[src/rtl/key_error_histogram_pareto_top_assert.svh]
// Assertion macros for the key error histogram block.
// AST_IMP: same-cycle implication. AST_NXT: next-cycle implication.
`ifndef KEY_ERROR_HISTOGRAM_PARETO_TOP_ASSERT_SVH
`define KEY_ERROR_HISTOGRAM_PARETO_TOP_ASSERT_SVH
`ifndef SYNTHESIS
`define AST_IMP(label, clk, rst, ante, cons) \
  label: assert property (@(posedge clk) disable iff (rst) (ante) |-> (cons)) \
    else $error("assertion failed: label");
`define AST_NXT(label, clk, rst, ante, cons) \
  label: assert property (@(posedge clk) disable iff (rst) (ante) |=> (cons)) \
    else $error("assertion failed: label");
`else
`define AST_IMP(label, clk, rst, ante, cons)
`define AST_NXT(label, clk, rst, ante, cons)
`endif
`endif

[src/rtl/kehp_ram.sv]
// ----------------------------------------------------------------------------
// kehp_ram
// Generic single-write, single-read RAM with registered read data.
// ----------------------------------------------------------------------------
module kehp_ram #(
  parameter int WIDTH = 8,
  parameter int DEPTH = 64
) (
  input  logic                                     clk,
  input  logic                                     we,
  input  logic [(DEPTH > 1 ? $clog2(DEPTH) : 1)-1:0] waddr,
  input  logic [WIDTH-1:0]                         wdata,
  input  logic [(DEPTH > 1 ? $clog2(DEPTH) : 1)-1:0] raddr,
  output logic [WIDTH-1:0]                         rdata
);
  logic [WIDTH-1:0] mem [DEPTH];

  always_ff @(posedge clk) begin
    if (we) begin
      mem[waddr] <= wdata;
    end
    rdata <= mem[raddr];
  end
endmodule

[config.mk]
export PLATFORM = sky130hd
export DESIGN_NAME = kehp_ram
export DESIGN_NICKNAME = d
export VERILOG_FILES = /design/src/rtl/key_error_histogram_pareto_top_assert.svh /design/src/rtl/kehp_ram.sv
export SDC_FILE = /design/constraint.sdc
export NUM_CORES = 1
export LEC_CHECK = 0
export BUFFER_PORTS_ARGS = -buffer_cell sky130_fd_sc_hd__buf_2
export CORE_MARGIN = 2
export CORE_UTILIZATION = 56
export CTS_CLUSTER_DIAMETER = 30
export DETAILED_ROUTE_END_ITERATION = 8
export GPL_TIMING_DRIVEN = 0
export PLACE_DENSITY = 0.75
export SYNTH_ARGS = -nofsm -noshare
export SYNTH_HDL_FRONTEND = slang
export SYNTH_SLANG_ARGS = --single-unit
[constraint.sdc]
create_clock -name clk -period 1.9 [get_ports clk]
set_input_delay 0.285 -clock clk [delete_from_list [all_inputs] [get_ports clk]]
set_output_delay 0.285 -clock clk [all_outputs]
set_load 0.01 [all_outputs]
==> reports/results.txt <==
CTS tree = built
DIE HEIGHT = 193.8 microns
PD cells = 1279 mW/mm^2
largest net degree at the start of global routing = 65
initial DRC count = 1600
fin nets = 1078
Yosys top cell area share = 76.24%
Critical R2R Capture = rdata[0]
CTS clk-pin slew, worst paths = 0.05 ns
Least-Margin Pin Slew = 1.274 ns
H-tree depth = 3
Max-Cap Viols = 0
number of instances in the placed design = 1422
global-route wire length before repair = 73540 microns
Synth area leaders = edfxtp_1 76%, mux4_2 14%, nor2_1 1.5%
Min-Delay Endpoint = rdata[5]
Synth Net Count = 962
layout cells sized above 1 = 37.30%
CTS Sinks = 520
Hold Fails Final Rpt = 0
max_slew headroom = 15.07%
Syn Inst Count = 940
worst r2r src = mem[3][0]
worst-path maximum fanout = 10
Slew Viols, Final = 0
GRT overflow = 0
Rows = 69
worst skew pair latency = 0.62 ns
I/O pin count = 30
DR vias = 10540
Pre-antenna DRT Iters = 6
DRC violations left = 0
Syn Std Cell Area = 0.02017 sq mm
clk buf depth = 3
Place WS = -1.050 ns
syn avg cell area = 21.45 sq um
Floorplan Core Area = 0.03548 sq mm
failing checks = negative setup slack
dpl hpwl = 28510 microns
GRT Util Overall = 27.30%
Power Total = 31.31 mW
antenna viol nets, final = 0
initial antenna violation count = 3
Initial Util = 56.84%
dominant synthesized flop cell = edfxtp_1
Req. time, crit path = 2.12 ns
EDFF count, synth = 512
clock skew = 0.03388 ns
Setup Crit Path Kind = in -> reg
TritonCTS Buffers = 92
hold path cells = 2
area leader, netlist = edfxtp_1
Period minus WS final = 2.020 ns
Peak VDD IR = 0.7874 mV
asr flop ratio synth = 0%
filler instances = 2032
antenna cell count = 0
RD Place Congestion = 0.9635
drt wl/cell = 31.59 microns
Vias/cell = 6.609
Worst Hold Launch = raddr[5]
setup violators final = 95
Netlist cell types = 40
status = complete, but fails checks
count leader, synth = edfxtp_1
final std cells w/o fill = 1595
Util after Layout = 68.98%
vias in the first global route = 10840
width of the die = 193.8 microns
static leakage = 7.880 nW
Final Cycle Share = 106.3%
Yosys warnings = 0
RSZ-0062 raised after global routing = yes
CTS root buf = clkbuf_16
Routed Wire Length = 50380 microns
FF-to-FF setup slack = -0.07 ns
Crit. End Element = register
cells on worst reg2reg path = 5
sequential fraction of the synthesis area = 77.03%
Max Clk Rate = 0.4949 GHz
synth-to-layout area growth = 21.37%
HP Class = in -> reg
synthesis-stage register bit count = 520
Port Buf Inserts = 21
Critical Path AT = 2.24 ns
Setup crit start kind = input pin
DIE AREA = 0.03755 sq mm
Final WS setup = -0.1204 ns
synth cell count leaders = 512 x edfxtp_1, 126 x mux4_2, 83 x nor2_1
==> worst max-delay path: stages <==
cell and delay (ns):
clkbuf_1 0.36, nor2b_1 0.23, nand3_1 0.62, nor2_2 0.74
==> worst max-delay path by stage <==
stage | from | end | slack (ns)
after floorplan | raddr[1] | rdata[3] | 0.007
after global placement | raddr[1] | rdata[5] | -1.03
after detailed placement | raddr[2] | rdata[7] | -1.05
after CTS | raddr[3] | rdata[3] | -0.09
after global routing | waddr[2] | mem[21][7] | -0.17
final | waddr[2] | mem[13][5] | -0.12
==> layer usage <==
| layer | share of wire [%] | vias to the layer above | track usage [%] |
|---|---|---|---|
| met5 | 0.079 | - | 0 |
| met4 | 4.1 | 6 | 12.64 |
| met3 | 11 | 147 | 7.758 |
| met2 | 48 | 763 | 41.96 |
| met1 | 37 | 5420 | 36.80 |
| li1 | - | 4205 | - |
==> per-stage QoR <==
step | TNS [ns] | instance area [sq um] | hold slack [ns]
floorplan | 0 | 20170 | 0.3839
global placement | -200.42 | 20860 | 0.6816
detailed placement | -235.88 | 20860 | 0.6791
CTS | -0.3062 | 24280 | 0.08023
global route | -9.233 | 24480 | 0.1088
finish | -4.330 | 24480 | 0.1182
==> sequential cells by signal (all words and copies together) (netlist names) <==
name   cells
rdata      8
mem      512
==> layout make-up <==
class / instances / area (sq um) / share of cell area [%]
Buffer: 51 / 380.4 / 1.554
Clock buffer: 101 / 2400 / 9.804
Clock inverter: 71 / 864.6 / 3.532
Multi-Input combinational cell: 369 / 4608 / 18.83
Sequential cell: 520 / 15530 / 63.47
Tap cell: 461 / 576.8 / 2.356
Timing Repair Buffer: 22 / 112.6 / 0.4601
==> layout by cell type (no fill, tap or decap), drive strengths merged, types with 10 or more instances in the layout <==
cell type | netlist | final
buf | 34 | 53
bufinv | 0 | 16
clkbuf | 17 | 121
clkinv | 0 | 33
clkinvlp | 0 | 10
edfxtp | 512 | 512
inv | 0 | 12
mux2 | 13 | 13
mux2i | 23 | 23
mux4 | 126 | 126
nand2 | 19 | 19
nand3 | 13 | 13
nor2 | 83 | 83
nor2b | 14 | 14
==> cell families after synthesis <==
| kind of cell | count (synthesis) | share of synthesized area (%) |
|---|---|---|
| compound gates | 54 | 2.072 |
| buf+inv | 51 | 1.570 |
| flops | 520 | 77.03 |
| mux | 162 | 15.94 |
| simple gates | 153 | 3.387 |
==> power breakdown <==
part,total (mW),switching [mW],leakage (nW),internal (mW)
Clock,17.2,5.83,1.58,11.4
Combinational,1.37,0.875,1.62,0.493
Sequential,12.8,0.0244,4.67,12.7
==> what timing repair did <==
item | in CTS | in global routing
pin swaps | 5 | 4
gates resized for setup | 44 | 59
setup buffers | 0 | 1
setup endpoints to repair | 63 | 288
hold buffers | 0 | 0
cloned | 0 | 0
Power figures use the tool's default switching activity.
