`src/rtl/key_error_histogram_pareto_top_assert.svh`:
```
// Assertion macros for the key error histogram block.
// AST_IMP: same-cycle implication. AST_NXT: next-cycle implication.
`ifndef KEY_ERROR_HISTOGRAM_PARETO_TOP_ASSERT_SVH
`define KEY_ERROR_HISTOGRAM_PARETO_TOP_ASSERT_SVH
`ifndef SYNTHESIS
`define AST_IMP(label, clk, rst, ante, cons) \
  label: assert property (@(posedge clk) disable iff (rst) (ante) |-> (cons)) \
    else $error("assertion failed: label");
`define AST_NXT(label, clk, rst, ante, cons) \
  label: assert property (@(posedge clk) disable iff (rst) (ante) |=> (cons)) \
    else $error("assertion failed: label");
`else
`define AST_IMP(label, clk, rst, ante, cons)
`define AST_NXT(label, clk, rst, ante, cons)
`endif
`endif

```
`src/rtl/kehp_pkg.sv`:
```
// ----------------------------------------------------------------------------
// kehp_pkg
// Types, widths and codes shared by the key error histogram block.
// ----------------------------------------------------------------------------
package kehp_pkg;

  localparam int TABLE_DEPTH_DEF = 64;

  localparam int OPW   = 3;
  localparam int CHW   = 21;
  localparam int CNTW  = 32;
  localparam int TOTW  = 33;
  localparam int RATEW = 17;
  localparam int RANKW = 6;
  localparam int ERRW  = 38;
  localparam int PCTW  = 7;
  localparam int STW   = 3;
  localparam int FRACW = 16;

  localparam logic [PCTW-1:0] PCT_RESET = PCTW'(80);
  localparam logic [CNTW-1:0] CNT_MAX   = '1;

  localparam logic [OPW-1:0] OP_WRONG   = 3'd0;
  localparam logic [OPW-1:0] OP_CORRECT = 3'd1;
  localparam logic [OPW-1:0] OP_QUERY   = 3'd2;
  localparam logic [OPW-1:0] OP_PARETO  = 3'd3;
  localparam logic [OPW-1:0] OP_CLEAR   = 3'd4;

  localparam logic [STW-1:0] ST_UPDATED  = 3'd0;
  localparam logic [STW-1:0] ST_CREATED  = 3'd1;
  localparam logic [STW-1:0] ST_FULL     = 3'd2;
  localparam logic [STW-1:0] ST_FOUND    = 3'd3;
  localparam logic [STW-1:0] ST_NOTFOUND = 3'd4;
  localparam logic [STW-1:0] ST_PARETO   = 3'd5;
  localparam logic [STW-1:0] ST_EMPTY    = 3'd6;
  localparam logic [STW-1:0] ST_CLEARED  = 3'd7;

  typedef enum logic [3:0] {
    S_IDLE, S_RD, S_CHK, S_HIT, S_MISS, S_PICK, S_STOP,
    S_DSTART, S_DWAIT, S_EMIT
  } state_t;

  typedef struct packed {
    logic            start;
    logic [CNTW-1:0] wrong;
    logic [TOTW-1:0] total;
  } div_req_t;

endpackage

```
`src/rtl/kehp_div.sv`:
```
// ----------------------------------------------------------------------------
// kehp_div
// Bit-serial divider for the Q1.16 error rate, one quotient bit a cycle.
// ----------------------------------------------------------------------------
module kehp_div (
  input  logic                       clk,
  input  logic                       rst,
  input  kehp_pkg::div_req_t         req,
  output logic                       done,
  output logic [kehp_pkg::RATEW-1:0] quo
);
  import kehp_pkg::*;

  logic [TOTW-1:0] den;
  logic [TOTW-1:0] rem;
  logic [4:0]      cnt;
  logic            busy;
  logic [TOTW:0]   rem2;
  logic            ge;

  assign rem2 = {rem, 1'b0};
  assign ge   = rem2 >= {1'b0, den};
  assign done = busy && (cnt == 5'd0);

  always_ff @(posedge clk) begin
    if (rst) begin
      busy <= 1'b0;
    end else if (req.start) begin
      busy <= 1'b1;
      den  <= req.total;
      // wrong never exceeds the total, so the integer bit is set only on equality
      if (req.total == '0 || {1'b0, req.wrong} >= req.total) begin
        rem <= '0;
        quo <= (req.total == '0) ? '0 : {1'b1, {FRACW{1'b0}}};
        cnt <= 5'd0;
      end else begin
        rem <= {1'b0, req.wrong};
        quo <= '0;
        cnt <= 5'(FRACW);
      end
    end else if (busy && cnt != 5'd0) begin
      rem <= ge ? TOTW'(rem2 - {1'b0, den}) : rem2[TOTW-1:0];
      quo <= {quo[RATEW-2:0], ge};
      cnt <= cnt - 5'd1;
    end else if (done) begin
      busy <= 1'b0;
    end
  end
endmodule

```
`config.mk`:
```
export PLATFORM = sky130hd
export DESIGN_NAME = kehp_div
export DESIGN_NICKNAME = d
export VERILOG_FILES = /design/src/rtl/key_error_histogram_pareto_top_assert.svh /design/src/rtl/kehp_pkg.sv /design/src/rtl/kehp_div.sv
export SDC_FILE = /design/constraint.sdc
export NUM_CORES = 1
export LEC_CHECK = 0
export BUFFER_PORTS_ARGS = -buffer_cell sky130_fd_sc_hd__buf_2
export CAP_MARGIN = 5
export CORE_ASPECT_RATIO = 0.9
export CORE_MARGIN = 4
export CORE_UTILIZATION = 40
export CTS_CLUSTER_DIAMETER = 120
export DETAILED_ROUTE_END_ITERATION = 7
export PLACE_DENSITY = 0.59
export SLEW_MARGIN = 20
export SYNTH_ARGS = -nofsm -noshare
export SYNTH_HDL_FRONTEND = slang
export SYNTH_SLANG_ARGS = --single-unit
```
`constraint.sdc`:
```
create_clock -name clk -period 5.3 [get_ports clk]
set_clock_uncertainty 0.05 [all_clocks]
set_input_delay 0.53 -clock clk [delete_from_list [all_inputs] [get_ports clk]]
set_output_delay 0.53 -clock clk [all_outputs]
set_load 0.05 [all_outputs]
```
==> results_dict.tcl <==
set metrics [dict create \
    status "finished, final reports clean" \
    grt_usage_pct 18.9 \
    hold_violations 0 \
    synthesis.nets 801 \
    antenna_found_initial 0 \
    final_util_pct 46.6 \
    io_pins 86 \
    synth.area.top_cells "edfxtp_1 40%, ha_1 13%, inv_1 4.8%" \
    min_period_ns 3.64 \
    p_clk_share_pct 29.2 \
    numClockSinks 89 \
    crit_required_ns 5.36 \
    synth_seq_cells 89 \
    ys_warn_count 0 \
    synth_cell_types 72 \
    leakage_nw 3.38 \
    clock_path_buffers 2 \
    clk_pin_slew_ns 0.07 \
    critical_path_class "flip-flop to flip-flop" \
    wl_per_cell_um 18.2 \
    hold_buffers 0 \
    area_growth_pct 14.1 \
    drive_gt1_share_pct 17.6 \
    holdCritPathClass "input port to flip-flop" \
    ant_nets 0 \
    cellPowerDensity_nw_per_um2 304 \
    drc 0 \
    hpwl_um 13000 \
    place_ws_ns 1.49 \
    dr.pass1.iters 5 \
    end_kind "flip-flop" \
    gp_congestion 0.890 \
    async_flop_share_pct 0 \
    rsz0062_at_grt "false" \
    post_dp_cell_area_um2 7180 \
    cp_slowest_cell "a21oi_2" \
    vias_per_cell 5.64 \
    synth_cells 665 \
    switching_share_pct 35.1 \
    drtIter0Drc 437 \
    period_share_pct 68.7 \
    seqPwrFrac_pct 38.6 \
    fin_area_um2 7510 \
    numCtsBuffers 9 \
    final.setup.worst_slack_ns 1.66 \
    die_w_um 143 \
    syn_avg_cell_area_um2 9.90 \
    wirelength_um 17400 \
    synth_area_um2 6590 \
    antennaDiodeCount 0 \
    critPathMostFrequentCell "a221o_1" \
    r2r_cells 9 \
    postCtsSetupBuffers 0 \
    cts_tree "built" \
    place.port_buffers 85 \
    worstSetupStartpointType "flip-flop" \
    maxCapViolCount 0 \
    core_um2 16100 \
    vdd_drop_max_v 0.000216 \
    p_sw_uw 800 \
    whs_ns 0.308 \
    relSlewSlack_pct 25.7 \
    comb_power_share_pct 32.2 \
    yosysTopAreaCellShare_pct 40.1 \
    fmax_mhz 275 \
    worst_pin_slew_ns 1.11 \
    placementRows 44 \
    hold_depth 1 \
    crit_arrival_ns 3.70 \
    num_vias 5399 \
    critical_path.max_stage_delay_ns 0.81 \
    final_max_slew_viol_count 0 \
    grt_first_pass_wirelength_um 27200 \
    cp_cell_sequence "ha_1 -> a21oi_1 -> o21ai_1 -> a221o_1 -> a31oi_2 -> o21ai_2 -> a21oi_2 -> nor2_4 -> a221o_1" \
    dieArea_um2 18600 \
    synth_ff_type "edfxtp_1" \
    grt_pass1_vias 5178 \
    yosys.area.top_type "edfxtp_1" \
    gr-total-overflow 0 \
    setup-violations-final 0 \
    cts_htree_levels 3 \
    finalSetupTns_ns 0 \
    dieHeight_um 130 \
    start_util_pct 40.8 \
    grt_max_degree 35 \
    nets 882 \
    clkLatencyLatePin_ns 0.37 \
    cp_max_fo 20 \
    post_cts_resized 0 \
    internal_power_mw 1.48 \
    cts_root_buf "clkbuf_16" \
    yosysSeqAreaShare_pct 40.4 \
    synth-edff-count 88 \
]
==> worst paths after layout <==
check | from | endpoint | slack [ns]
worst min register to register | busy | busy | 0.51
worst max register to register | rem[20] | rem[31] | 1.66
worst max-delay path | rem[20] | rem[31] | 1.66
worst min-delay path | req[23] | den[23] | 0.31
==> registers in the layout (all words and copies together), names as in the netlist <==
name / count
quo: 17
cnt: 5
busy: 1
den: 33
rem: 33
==> synth_stat cells (3+ instances only) <==
cell type / number
o21ai_1: 22
o21a_1: 6
xor2_1: 7
clkbuf_1: 10
o41ai_1: 3
a211oi_1: 7
a41oi_1: 3
nand2_1: 46
o31ai_1: 9
buf_6: 3
o21bai_1: 3
mux2i_1: 18
inv_1: 85
edfxtp_1: 88
a21oi_1: 37
o211ai_1: 4
nor3_1: 7
ha_1: 67
and3_1: 10
a32oi_1: 6
a221o_1: 6
nor2_1: 34
nor4_1: 13
nand4_1: 10
a21o_1: 25
o21ai_0: 20
and4_1: 3
a31oi_1: 5
or3_1: 5
nand3_1: 12
xnor2_1: 19
nor2b_1: 17
==> per-layer routing <==
layer / track usage, % / up-vias / part of all wire [%]
met4: 5.15 / 0 / 1.5
met5: 0 / - / 0
met2: 28.3 / 142 / 43
met1: 27.7 / 2606 / 49
met3: 3.96 / 18 / 6.3
li1: - / 2633 / -
==> power groups by stage <==
| stage | Clock (mW) | Combinational (mW) | Sequential, mW |
|---|---|---|---|
| 4_1_cts | 0.683 | 0.729 | 0.881 |
| 6_report | 0.666 | 0.733 | 0.881 |
| 2_1_floorplan | 0 | 0.527 | 0.917 |
| 5_1_grt | 0.708 | 0.815 | 0.887 |
| 3_5_place_dp | 0 | 0.723 | 0.895 |
| 3_3_place_gp | 0 | 0.711 | 0.895 |
==> logic make-up (layout without fill, tap and decap cells) <==
family                     after synthesis  count (layout)  share of synthesized area [%]
DFF                                     89              89                           40.4
and+or+nand+nor                        171             171                           13.5
AOI/OAI and AO/OA                      188             188                           20.0
buffers and inverters                  105             191                           6.86
muxes                                   18              18                           2.74
xor gates and xnor gates                26              26                           3.46
adders and majority gates               68              68                           13.0
==> through the flow <==
step                      power (mW)  cells
after floorplan                 1.44    665
after global placement          1.61    941
after detailed placement        1.62    941
after CTS                       2.29    957
after global routing            2.41    958
final                           2.28    958
==> worst max-delay path, delay by kind of cell (launching register included) <==
family	cells	cell delay, ns
AO/OA/AOI/OAI	7	2.42
flip-flops	1	0.40
AND/OR/NAND/NOR	1	0.15
adder cells (fa/ha/maj)	1	0.36
==> placed cells by master, fill, tap and decap left out, types with 3 or more instances in the layout <==
master,instances
a211oi_1,7
a21o_1,25
a21oi_1,37
a221o_1,6
a31oi_1,5
a32oi_1,6
a41oi_1,3
and3_1,10
and4_1,3
buf_2,85
buf_4,4
clkbuf_16,9
edfxtp_1,88
ha_1,67
inv_1,85
inv_8,3
mux2i_1,18
nand2_1,46
nand3_1,12
nand4_1,10
nor2_1,31
nor2_4,3
nor2b_1,17
nor3_1,7
nor4_1,13
o211ai_1,4
o21a_1,6
o21ai_0,20
o21ai_1,22
o21bai_1,3
o31ai_1,9
o41ai_1,3
or3_1,5
xnor2_1,19
xor2_1,7
==> final cells by class <==
| class | count | area [um2] |
|---|---|---|
| clock buffers | 9 | 225 |
| clock inverters | 7 | 76.3 |
| fillers | 1566 | 8620 |
| inverters | 85 | 319 |
| multi-input cells | 471 | 3490 |
| flip-flops and latches | 89 | 2660 |
| well taps | 207 | 259 |
| repair buffers | 90 | 483 |
No activity file was read; power rests on OpenSTA's default activity.
